### config.mk
export PLATFORM = sky130hd
export DESIGN_NAME = texture_texel_fetch_addresser
export DESIGN_NICKNAME = d
export VERILOG_FILES = /design/src/hw/rtl/tfa_pkg.sv /design/src/hw/rtl/tfa_div.sv /design/src/hw/rtl/tfa_walk.sv /design/src/hw/rtl/tfa_index.sv /design/src/hw/rtl/texture_texel_fetch_addresser.sv
export SDC_FILE = /design/constraint.sdc
export NUM_CORES = 1
export LEC_CHECK = 0
export ABC_AREA = 0
export BUFFER_PORTS_ARGS = -buffer_cell sky130_fd_sc_hd__buf_2
export CORE_MARGIN = 2
export CORE_UTILIZATION = 65
export DETAILED_ROUTE_END_ITERATION = 12
export GPL_ROUTABILITY_DRIVEN = 0
export HOLD_SLACK_MARGIN = 0.03
export PLACE_DENSITY = 0.91
export SYNTH_ARGS = -nofsm -noshare
export SYNTH_HDL_FRONTEND = slang
export SYNTH_SLANG_ARGS = --single-unit
### constraint.sdc
create_clock -name clk -period 8.8 [get_ports clk]
set_clock_uncertainty 0.05 [all_clocks]
set_input_delay 1.32 -clock clk [delete_from_list [all_inputs] [get_ports clk]]
set_output_delay 1.32 -clock clk [all_outputs]
set_load 0.02 [all_outputs]
### src/hw/rtl/tfa_pkg.sv
// ----------------------------------------------------------------------------
// tfa_pkg
// Shared widths, register indexes, types and helpers of the texel fetch
// addresser.
// ----------------------------------------------------------------------------
package tfa_pkg;

  localparam int MAX_DIM   = 2048;
  localparam int FRAC_BITS = 16;
  localparam int POS_W     = $clog2(MAX_DIM);        // texel row/column
  localparam int DIM_W     = POS_W + 1;              // dimension up to MAX_DIM
  localparam int ACC_W     = DIM_W + FRAC_BITS;      // fixed-point accumulator
  localparam int DVD_W     = POS_W + FRAC_BITS;      // step dividend
  localparam int IDX_W     = 22;
  localparam int CFG_IDX_W = 4;
  localparam int CFG_DAT_W = DIM_W;

  typedef enum logic [CFG_IDX_W-1:0] {
    REG_MODE       = 4'd0,
    REG_ROW_STRIDE = 4'd1,
    REG_REGION_X   = 4'd2,
    REG_REGION_Y   = 4'd3,
    REG_REGION_W   = 4'd4,
    REG_REGION_H   = 4'd5,
    REG_TEX_W      = 4'd6,
    REG_TEX_H      = 4'd7
  } reg_idx_t;

  typedef struct packed {
    logic             mode;
    logic [DIM_W-1:0] row_stride;
    logic [POS_W-1:0] region_x;
    logic [POS_W-1:0] region_y;
    logic [DIM_W-1:0] region_w;
    logic [DIM_W-1:0] region_h;
    logic [DIM_W-1:0] tex_w;
    logic [DIM_W-1:0] tex_h;
  } cfg_t;

  // source coordinates of one texel, handed from the walker to the index stage
  typedef struct packed {
    logic [DIM_W-1:0] srow;
    logic [DIM_W-1:0] scol;
    logic             pad;
    logic             last;
  } coord_t;

  // zero reads as 1, anything above MAX_DIM as MAX_DIM
  function automatic logic [DIM_W-1:0] clamp_dim(input logic [DIM_W-1:0] v);
    logic [DIM_W-1:0] r;
    if (v == '0) begin
      r = DIM_W'(1);
    end else if (v > DIM_W'(MAX_DIM)) begin
      r = DIM_W'(MAX_DIM);
    end else begin
      r = v;
    end
    return r;
  endfunction

endpackage

### src/hw/rtl/tfa_div.sv
// ----------------------------------------------------------------------------
// tfa_div
// Restoring divider, one quotient bit per cycle, for the fixed-point steps.
// ----------------------------------------------------------------------------
module tfa_div (
  input  logic                          clk,
  input  logic                          rst,
  input  logic                          start,
  input  logic [tfa_pkg::DVD_W-1:0]     dividend,
  input  logic [tfa_pkg::DIM_W-1:0]     divisor,
  output logic                          busy,
  output logic [tfa_pkg::ACC_W-1:0]     quotient
);

  localparam int CNT_W = $clog2(tfa_pkg::DVD_W + 1);

  logic [CNT_W-1:0]          cnt;
  logic [tfa_pkg::DVD_W-1:0] dvd;
  logic [tfa_pkg::DIM_W-1:0] dvs;
  logic [tfa_pkg::DIM_W-1:0] rem;
  logic [tfa_pkg::DVD_W-1:0] quo;

  logic [tfa_pkg::DIM_W:0]   rem_sh;
  logic                      ge;
  logic [tfa_pkg::DIM_W:0]   rem_sub;

  assign rem_sh  = {rem, dvd[tfa_pkg::DVD_W-1]};
  assign ge      = rem_sh >= {1'b0, dvs};
  assign rem_sub = rem_sh - {1'b0, dvs};

  always_ff @(posedge clk) begin
    if (rst) begin
      cnt <= '0;
      quo <= '0;
    end else if (start) begin
      cnt <= CNT_W'(tfa_pkg::DVD_W);
      quo <= '0;
      dvd <= dividend;
      dvs <= divisor;
      rem <= '0;
    end else if (cnt != '0) begin
      cnt <= cnt - CNT_W'(1);
      dvd <= {dvd[tfa_pkg::DVD_W-2:0], 1'b0};
      // remainder stays below the divisor, so it fits DIM_W bits
      rem <= ge ? rem_sub[tfa_pkg::DIM_W-1:0] : rem_sh[tfa_pkg::DIM_W-1:0];
      quo <= {quo[tfa_pkg::DVD_W-2:0], ge};
    end
  end

  assign busy     = cnt != '0;
  assign quotient = tfa_pkg::ACC_W'(quo);

endmodule

### src/hw/rtl/tfa_walk.sv
// ----------------------------------------------------------------------------
// tfa_walk
// Raster walker: keeps the texel position and DDA accumulators and registers
// the source coordinates of each accepted texel.
// ----------------------------------------------------------------------------
module tfa_walk (
  input  logic                      clk,
  input  logic                      rst,
  input  logic                      accept,
  input  logic                      restart,
  input  tfa_pkg::cfg_t             cfg,
  input  logic [tfa_pkg::ACC_W-1:0] u_step,
  input  logic [tfa_pkg::ACC_W-1:0] v_step,
  output tfa_pkg::coord_t           coord
);

  localparam int POS_W = tfa_pkg::POS_W;
  localparam int DIM_W = tfa_pkg::DIM_W;
  localparam int ACC_W = tfa_pkg::ACC_W;
  localparam int FRAC_BITS = tfa_pkg::FRAC_BITS;

  logic [POS_W-1:0] out_row;
  logic [POS_W-1:0] out_col;
  logic [ACC_W-1:0] u_accum;
  logic [ACC_W-1:0] v_accum;

  logic [POS_W-1:0] out_row_next;
  logic [POS_W-1:0] out_col_next;
  logic [ACC_W-1:0] u_accum_next;
  logic [ACC_W-1:0] v_accum_next;
  tfa_pkg::coord_t  coord_next;

  logic [DIM_W-1:0] tw, th, rw, rh;
  logic             wrap;
  logic [POS_W-1:0] row0, col0;
  logic [ACC_W-1:0] u0, v0;
  logic [DIM_W-1:0] col_inc, row_inc;

  always_comb begin
    tw = tfa_pkg::clamp_dim(cfg.tex_w);
    th = tfa_pkg::clamp_dim(cfg.tex_h);
    rw = tfa_pkg::clamp_dim(cfg.region_w);
    rh = tfa_pkg::clamp_dim(cfg.region_h);

    // a position left outside a shrunken texture starts a new pass
    wrap = restart || ({1'b0, out_row} >= th) || ({1'b0, out_col} >= tw);
    row0 = wrap ? '0 : out_row;
    col0 = wrap ? '0 : out_col;
    u0   = (wrap || col0 == '0) ? '0 : u_accum;
    v0   = wrap ? '0 : v_accum;

    if (cfg.mode) begin
      coord_next.srow = v0[ACC_W-1:FRAC_BITS];
      coord_next.scol = u0[ACC_W-1:FRAC_BITS];
      coord_next.pad  = 1'b0;
    end else begin
      coord_next.srow = {1'b0, row0} + {1'b0, cfg.region_y};
      coord_next.scol = {1'b0, col0} + {1'b0, cfg.region_x};
      coord_next.pad  = ({1'b0, row0} >= rh) || ({1'b0, col0} >= rw);
    end
    coord_next.last = ({1'b0, row0} == th - DIM_W'(1)) &&
                      ({1'b0, col0} == tw - DIM_W'(1));

    col_inc = {1'b0, col0} + DIM_W'(1);
    row_inc = {1'b0, row0} + DIM_W'(1);
    out_row_next = row0;
    v_accum_next = v0;
    if (col_inc < tw) begin
      out_col_next = col_inc[POS_W-1:0];
      u_accum_next = u0 + u_step;
    end else begin
      out_col_next = '0;
      u_accum_next = '0;
      if (row_inc < th) begin
        out_row_next = row_inc[POS_W-1:0];
        v_accum_next = v0 + v_step;
      end else begin
        out_row_next = '0;
        v_accum_next = '0;
      end
    end
  end

  always_ff @(posedge clk) begin
    if (rst) begin
      out_row <= '0;
      out_col <= '0;
      u_accum <= '0;
      v_accum <= '0;
    end else if (accept) begin
      out_row <= out_row_next;
      out_col <= out_col_next;
      u_accum <= u_accum_next;
      v_accum <= v_accum_next;
    end
  end

  always_ff @(posedge clk) begin
    if (accept) begin
      coord <= coord_next;
    end
  end

endmodule

### src/hw/rtl/tfa_index.sv
// ----------------------------------------------------------------------------
// tfa_index
// Index stage: row * stride + column into the result register.
// ----------------------------------------------------------------------------
module tfa_index (
  input  logic                      clk,
  input  logic                      load,
  input  tfa_pkg::coord_t           coord,
  input  logic [tfa_pkg::DIM_W-1:0] row_stride,
  output logic [tfa_pkg::IDX_W-1:0] src_index,
  output logic                      pad,
  output logic                      last
);

  localparam int DIM_W  = tfa_pkg::DIM_W;
  localparam int PROD_W = 2 * DIM_W;

  logic [DIM_W-1:0]  stride;
  logic [PROD_W-1:0] prod;
  logic [PROD_W:0]   sum;

  assign stride = tfa_pkg::clamp_dim(row_stride);
  assign prod   = coord.srow * stride;
  assign sum    = {1'b0, prod} + (PROD_W + 1)'(coord.scol);

  always_ff @(posedge clk) begin
    if (load) begin
      src_index <= coord.pad ? '0 : sum[tfa_pkg::IDX_W-1:0];
      pad       <= coord.pad;
      last      <= coord.last;
    end
  end

endmodule

### src/hw/rtl/texture_texel_fetch_addresser.sv
// ----------------------------------------------------------------------------
// texture_texel_fetch_addresser
// Source pixel addresser for texture upload: copy with padding or
// nearest-neighbor scale.
// ----------------------------------------------------------------------------
// One texel address per cycle in raster order while out_ready holds and no
// step division runs; each transfer passes the walker register, then the index
// multiply into the result register. A configuration write recomputes the
// 12.16 scale steps in a bit-serial divider; the input is not ready meanwhile.
// Register writes are expected only while no texel is in flight.
module texture_texel_fetch_addresser (
  input  logic                          clk,
  input  logic                          rst,
  input  logic                          in_valid,
  output logic                          in_ready,
  input  logic                          restart,
  output logic                          out_valid,
  input  logic                          out_ready,
  output logic [tfa_pkg::IDX_W-1:0]     src_index,
  output logic                          pad,
  output logic                          last,
  input  logic                          cfg_valid,
  output logic                          cfg_ready,
  input  logic [tfa_pkg::CFG_IDX_W-1:0] cfg_index,
  input  logic [tfa_pkg::CFG_DAT_W-1:0] cfg_data
);

  localparam int POS_W = tfa_pkg::POS_W;
  localparam int DIM_W = tfa_pkg::DIM_W;
  localparam int FRAC_BITS = tfa_pkg::FRAC_BITS;

  tfa_pkg::cfg_t             cfg;
  tfa_pkg::coord_t           coord;
  logic                      cfg_we;
  logic                      div_start;
  logic                      u_busy, v_busy, div_busy;
  logic [tfa_pkg::ACC_W-1:0] u_step, v_step;
  logic [DIM_W-1:0]          rw_m1, rh_m1;
  logic                      a_valid;
  logic                      b_space, a_fire, accept;

  assign cfg_ready = 1'b1;
  assign cfg_we    = cfg_valid && cfg_ready;

  always_ff @(posedge clk) begin
    if (rst) begin
      cfg.mode       <= 1'b0;
      cfg.row_stride <= DIM_W'(1);
      cfg.region_x   <= '0;
      cfg.region_y   <= '0;
      cfg.region_w   <= DIM_W'(1);
      cfg.region_h   <= DIM_W'(1);
      cfg.tex_w      <= DIM_W'(1);
      cfg.tex_h      <= DIM_W'(1);
      div_start      <= 1'b0;
    end else begin
      div_start <= cfg_we;
      if (cfg_we) begin
        case (tfa_pkg::reg_idx_t'(cfg_index))
          tfa_pkg::REG_MODE:       cfg.mode       <= cfg_data[0];
          tfa_pkg::REG_ROW_STRIDE: cfg.row_stride <= cfg_data;
          tfa_pkg::REG_REGION_X:   cfg.region_x   <= cfg_data[POS_W-1:0];
          tfa_pkg::REG_REGION_Y:   cfg.region_y   <= cfg_data[POS_W-1:0];
          tfa_pkg::REG_REGION_W:   cfg.region_w   <= cfg_data;
          tfa_pkg::REG_REGION_H:   cfg.region_h   <= cfg_data;
          tfa_pkg::REG_TEX_W:      cfg.tex_w      <= cfg_data;
          tfa_pkg::REG_TEX_H:      cfg.tex_h      <= cfg_data;
          default: ;
        endcase
      end
    end
  end

  // step = ((dim - 1) << FRAC_BITS) / tex_dim
  assign rw_m1 = tfa_pkg::clamp_dim(cfg.region_w) - DIM_W'(1);
  assign rh_m1 = tfa_pkg::clamp_dim(cfg.region_h) - DIM_W'(1);

  tfa_div u_div_u (
    .clk      (clk),
    .rst      (rst),
    .start    (div_start),
    .dividend ({rw_m1[POS_W-1:0], FRAC_BITS'(0)}),
    .divisor  (tfa_pkg::clamp_dim(cfg.tex_w)),
    .busy     (u_busy),
    .quotient (u_step)
  );

  tfa_div u_div_v (
    .clk      (clk),
    .rst      (rst),
    .start    (div_start),
    .dividend ({rh_m1[POS_W-1:0], FRAC_BITS'(0)}),
    .divisor  (tfa_pkg::clamp_dim(cfg.tex_h)),
    .busy     (v_busy),
    .quotient (v_step)
  );

  assign div_busy = div_start || u_busy || v_busy;

  // two-stage pipe: walker register, then result register
  assign b_space  = !out_valid || out_ready;
  assign a_fire   = a_valid && b_space;
  assign in_ready = !div_busy && (!a_valid || b_space);
  assign accept   = in_valid && in_ready;

  always_ff @(posedge clk) begin
    if (rst) begin
      a_valid   <= 1'b0;
      out_valid <= 1'b0;
    end else begin
      if (accept) begin
        a_valid <= 1'b1;
      end else if (a_fire) begin
        a_valid <= 1'b0;
      end
      if (a_fire) begin
        out_valid <= 1'b1;
      end else if (out_ready) begin
        out_valid <= 1'b0;
      end
    end
  end

  tfa_walk u_walk (
    .clk     (clk),
    .rst     (rst),
    .accept  (accept),
    .restart (restart),
    .cfg     (cfg),
    .u_step  (u_step),
    .v_step  (v_step),
    .coord   (coord)
  );

  tfa_index u_index (
    .clk        (clk),
    .load       (a_fire),
    .coord      (coord),
    .row_stride (cfg.row_stride),
    .src_index  (src_index),
    .pad        (pad),
    .last       (last)
  );

endmodule
==> impl_results.md, run 1 <==
- Post-Syn Instances: 2964
- Core Rows: 72
- Pwr Density: 181 mW/mm²
- Worst hold path depth: 2
- Post-synth net total: 3341
- Pin count of the biggest net entering global routing: 79
- Worst vdd ir: 0.182 mV
- Quantity of hold-fixing buffers added after cts: 0
- Initial DRC Count: 2891
- Synthesized flop and latch total: 348
- Req. time, crit path: 9.24 ns
- Post-synthesis async set-or-reset flop share: 0
- Mapped Area: 0.0256 mm²
- Core area: 0.0388 mm²
- FF-to-FF path depth: 30
- CTS Sinks: 348
- Worst setup EP type: register
- Peak per-stage delay on the critical path: 0.57 ns
- Total global-route track usage: 0.345
- Register area share after synthesis: 0.319
- Vias per cell: 6.53
- Initial core utilization: 0.660
- CP Launch Type: register
- Mean post-synth cell area: 8.65 µm²
- Crit path arrival time: 8.49 ns
- Synth cell types: 74
- Share of layout cells above drive strength 1: 0.0568
- Worst-Margin Slew: 1.25 ns
- Leakage: 12.3 nW
- Die Width: 203 µm
- Max FO, Critical Path: 23
- Final setup violation count: 0
- Die Y: 203 µm
- Final-stage net count: 3305
- Final hold vios: 0
- Most numerous cell in the Yosys netlist: nand2_1
- Post CTS Setup Buffer Count: 0
- Port Buf Inserts: 47
- Synth top area share: 0.178
- Crit-path slowest cell: and2_1
- Max-cap viol count: 0
- Slew Limit Fails: 0
- Post-CTS sizing: 0
- Worst skew pair latency: 0.58 ns
- Global-route wire length before repair: 115000 µm
- Cts bufs inserted: 39
- Yosys warns: 0
- Vias in the first global route: 22.6k
- Min-Delay Path Class: reg -> reg
- Initial antenna violation count: 2
- Via count: 22.7k
- Post-synth top cells: nand2_1 (436), inv_1 (246), ha_1 (239)
- Main area contributors after synthesis: dfxtp_1 (18%), edfxtp_1 (14%), ha_1 (12%), fa_1 (9.1%), nand2_1 (6.4%)
- Top FF cell, synth: dfxtp_1
- Detailed Routing Iterations Pass 1: 8
- Setup CP Type: reg -> reg
- Max Clk Rate: 124 MHz
- DP Wirelength: 50600 µm
- Syn-to-layout area delta: 7.39%
- CTS Root Buffer Type: clkbuf_16
- Post-Route WL: 70800 µm
- Crit path time final: 8.05 ns
- RSZ-0062 raised after global routing: no
- Yosys top cell by area: dfxtp_1
- Fin crit share: 0.915
- Total grt overflow: 0
- Setup_tns: 0 ns
- Post-route ant nets: 0
- CTS tree: built
- Die ar.: 0.0410 mm²
- Post-synth EDFFs: 120
- Relative slew slack: 0.160
- Status: completed
- Worst hold slack: 0.400 ns
- Wirelength per Cell: 20.4 µm
- Clk pin slew, worst setup/hold paths: 0.06 ns
- Clk buf depth: 3
- # DRC: 0
- I/O Pins: 49
- Htree depth: 2
-- cell type report --
| type | instances | area [µm²] |
|---|---|---|
| Clock buffer | 49 | 1080 |
| Fill cell | 2591 | 11300 |
| Timing Repair Buffer | 65 | 373 |
| Sequential cell | 348 | 8170 |
| Antenna cell | 1 | 2.50 |
| Clock inverter | 22 | 268 |
| Multi-Input combinational cell | 2225 | 16100 |
| Inverter | 249 | 935 |
| Tap cell | 518 | 648 |
-- per-layer routing --
metal / vias up / wire (µm) / GRT usage
li1: 10100 / - / -
met1: 10600 / 26100 / 0.426
met2: 1595 / 31800 / 0.551
met3: 426 / 8610 / 0.0929
met4: 2 / 4270 / 0.192
met5: - / 11 / 0.00714
-- path summary, 6_finish.rpt --
| kind | from | to | slack [ns] |
|---|---|---|---|
| max | cfg[5] | u_walk.out_row[9] | 0.75 |
| min | u_walk.v_accum[20] | u_walk.v_accum[20] | 0.40 |
| max reg2reg | cfg[5] | u_walk.out_row[9] | 0.75 |
| min reg2reg | u_walk.v_accum[20] | u_walk.v_accum[20] | 0.40 |
-- kinds of logic (layout without fill, tap and decap cells) --
| logic type | after synthesis | count (layout) | synth area share |
|---|---|---|---|
| and+or+nand+nor | 1043 | 1043 | 0.190 |
| AOI/OAI and AO/OA | 624 | 624 | 0.154 |
| buffers and inverters | 391 | 385 | 0.0576 |
| adders and majority gates | 355 | 355 | 0.207 |
| DFF | 348 | 348 | 0.319 |
| xor gates and xnor gates | 137 | 137 | 0.0468 |
| muxes | 65 | 65 | 0.0258 |
| other | 1 | 2 | 0.000146 |
-- critical path, delay by kind of cell (launching register included) --
family | cells | cell delay, ns
simple gates | 12 | 3.39
compound gates | 11 | 2.28
fa+ha+maj | 3 | 0.87
buf+inv | 3 | 0.65
flops | 1 | 0.37
xor+xnor | 1 | 0.32
-- flip-flops by register name (all words and copies together), names as in the netlist, 22 cells and up --
register,count
u_index.src_index,22
u_div_v.quo,27
u_walk.v_accum,28
u_div_u.quo,27
u_walk.coord,26
cfg,83
u_walk.u_accum,28
-- layout by cell type (no fill, tap or decap), drive strengths merged, types with 22 or more instances in the layout --
master    n
a21o     63
a21oi   217
a22oi    39
and2    118
and3     22
buf      65
clkbuf   49
dfxtp   228
edfxtp  120
fa      116
ha      239
inv     251
mux2i    56
nand2   436
nand2b   23
nand3    46
nor2    214
nor2b    40
nor3     48
o21ai   119
xnor2    89
xor2     48
-- power by group --
| part | leakage, nW | internal [mW] | switching (mW) | total, mW |
|---|---|---|---|---|
| Combinational | 8.67 | 0.465 | 0.834 | 1.30 |
| Clock | 0.654 | 1.00 | 0.718 | 1.72 |
| Sequential | 2.99 | 1.86 | 0.103 | 1.96 |
-- per-stage QoR --
step	power (mW)	instances	area (µm²)	worst slack [ns]	util
after floorplan	2.88	2964	25600	1.47	-
after global placement	3.13	3405	26200	1.44	0.674
after detailed placement	3.22	3405	26200	1.09	0.674
after CTS	4.94	3476	27500	1.04	0.709
after global routing	5.17	3477	27500	0.0690	0.709
final	4.98	3477	27500	0.749	0.709
Power figures use the tool's default switching activity.
==> run 2, diff against run 1 <==
Settings changed: CORE_UTILIZATION 65 to 53, PLACE_DENSITY 0.91 to 0.78.
==> impl_results.md, run 2 (synthesis gave the netlist of run 1 again) <==
- Status: completed
- Core area: 0.0477 mm² (+23%)
- Share of layout cells above drive strength 1: 0.0580 (+0.00123)
- Area occupied by multi-input gates: 0.0161 mm² (about the same)
- Pre-CTS WS: 1.28 ns (+0.186 ns)
- Top flop regs: cfg: 83 flops, u_walk.u_accum: 28 flops, u_walk.v_accum: 28 flops
- Total grt overflow: 0 (unchanged)
- CTS tree: built
- Slew Limit Fails: 0 (unchanged)
- # DRC: 0 (unchanged)
- RSZ-0062 raised after global routing: no
- Detailed Routing Iterations Pass 1: 8 (unchanged)
- CP Launch Type: register
- Commonest non-fill, non-tap cells in the layout: nand2_1 (435), inv_1 (246), ha_1 (239)
- Post-route ant nets: 0 (unchanged)
- Max Clk Rate: 129 MHz (+4.2%)
- Max-cap viol count: 0 (unchanged)
- Initial DRC Count: 2343 (-19%)
- Fin crit share: 0.878 (-0.0365)
- Initial antenna violation count: 0 (-2)
- I/O Pins: 49 (unchanged)
- DP Wirelength: 48600 µm (-3.9%)
- Die ar.: 0.0501 mm² (+22%)
- Placed inst area: 0.0263 mm² (+0.46%)
- Clk pin slew, worst setup/hold paths: 0.07 ns (about the same)
- Worst vdd ir: 0.120 mV (-34%)
- Pwr Density: 176 mW/mm² (-2.5%)
- Post CTS Setup Buffer Count: 0 (unchanged)
- Cts bufs inserted: 41 (+5.1%)
- Crit path arrival time: 8.18 ns (-0.31 ns)
- Core Rows: 80 (+11%)
- Max FFs per register: 83 (unchanged)
- Final hold vios: 0 (unchanged)
- Setup CP Type: reg -> reg
- Vias in the first global route: 20.8k (-8.1%)
- Peak per-stage delay on the critical path: 0.57 ns (about the same)
- Quantity of hold-fixing buffers added after cts: 0 (unchanged)
- Via count: 21.5k (-5.3%)
- Crit path time final: 7.73 ns (-0.322 ns)
- Worst skew pair latency: 0.58 ns (about the same)
- Setup_tns: 0 ns (unchanged)
- Fillers: 4039 (+56%)
- Worst hold slack: 0.396 ns (-0.00329 ns)
- Pin count of the biggest net entering global routing: 81 (+2.5%)
- Relative slew slack: 0.162 (+0.00224)
- Worst-Margin Slew: 1.25 ns (-0.00164 ns)
- Total Power Consumption: 4.87 mW (-2.1%)
- Leakage: 12.3 nW (about the same)
- Post-CTS sizing: 0 (unchanged)
- Crit-path slowest cell: and2_1
- Total global-route track usage: 0.265 (-0.0808)
- Largest Register: cfg
- Port Buf Inserts: 47 (unchanged)
- Req. time, crit path: 9.25 ns (about the same)
- Wirelength per Cell: 18.6 µm (-8.9%)
- Worst setup EP type: register
- CTS Root Buffer Type: clkbuf_16
- Syn-to-layout area delta: 7.81%
- CTS Sinks: 348 (unchanged)
- ANT cells: 0 (-1)
- Die Y: 224 µm (+11%)
- Htree depth: 2 (unchanged)
- Register area: 0.00817 mm² (unchanged)
- Initial core utilization: 0.537 (-0.123)
- Final setup violation count: 0 (unchanged)
- Vias per cell: 6.01 (-8.0%)
- Post-route cell area: 0.0276 mm² (+0.39%)
- Post-Route WL: 66400 µm (-6.2%)
- Global-route wire length before repair: 107000 µm (-6.7%)
- Setup slack after layout: 1.07 ns (+0.322 ns)
- Clk buf depth: 3 (unchanged)
- Min-Delay Path Class: reg -> reg
- Max FO, Critical Path: 23 (unchanged)
- Die Width: 224 µm (+11%)
- Final-stage net count: 3308 (+0.091%)
- Most common cell after layout, fill and taps aside: nand2_1
==> run 2: worst max-delay path, delay by kind of cell, from the launching register on <==
| kind | cells | cell delay [ns] |
|---|---|---|
| flops | 1 | 0.37 |
| buf+inv | 2 | 0.34 |
| compound gates | 11 | 2.22 |
| simple gates | 12 | 3.56 |
| xor+xnor | 1 | 0.26 |
| fa+ha+maj | 3 | 0.86 |
==> run 2: cell type report <==
type | count | share of cell area
Multi-Input combinational cell | 2225 | 0.581
Sequential cell | 348 | 0.296
Clock buffer | 56 | 0.0422
Inverter | 249 | 0.0338
Tap cell | 615 | 0.0278
Timing Repair Buffer | 66 | 0.0138
Clock inverter | 20 | 0.00584
==> run 2: worst paths after layout <==
| kind | from | to | slack (ns) | cells after the start |
|---|---|---|---|---|
| hold / removal | u_walk.v_accum[20] | u_walk.v_accum[20] | 0.40 | 2 |
| setup / recovery | cfg[5] | u_walk.out_row[9] | 1.07 | 29 |
| setup reg to reg | cfg[5] | u_walk.out_row[9] | 1.07 | 29 |
| hold reg to reg | u_walk.v_accum[20] | u_walk.v_accum[20] | 0.40 | 2 |
==> run 2: metrics by stage <==
stage                     cells   util
final                      3579  0.579
after global placement     3503  0.551
after global routing       3579  0.579
after CTS                  3579  0.579
after detailed placement   3503  0.551
after floorplan            2964      -
==> run 2: power by group <==
group	switching, mW	leakage [nW]	total (mW)	internal [mW]
clock network	0.734	0.649	1.68	0.948
registers	0.0982	2.99	1.96	1.86
logic	0.778	8.68	1.24	0.458
total	1.61	12.3	4.87	3.26
==> run 2: per-layer routing <==
layer | global-route usage | vias to the layer above | wire (µm)
li1 | - | 10100 | -
met1 | 0.357 | 10200 | 28400
met2 | 0.420 | 1047 | 29400
met3 | 0.0517 | 183 | 6140
met4 | 0.102 | 0 | 2490
met5 | 0 | - | 0
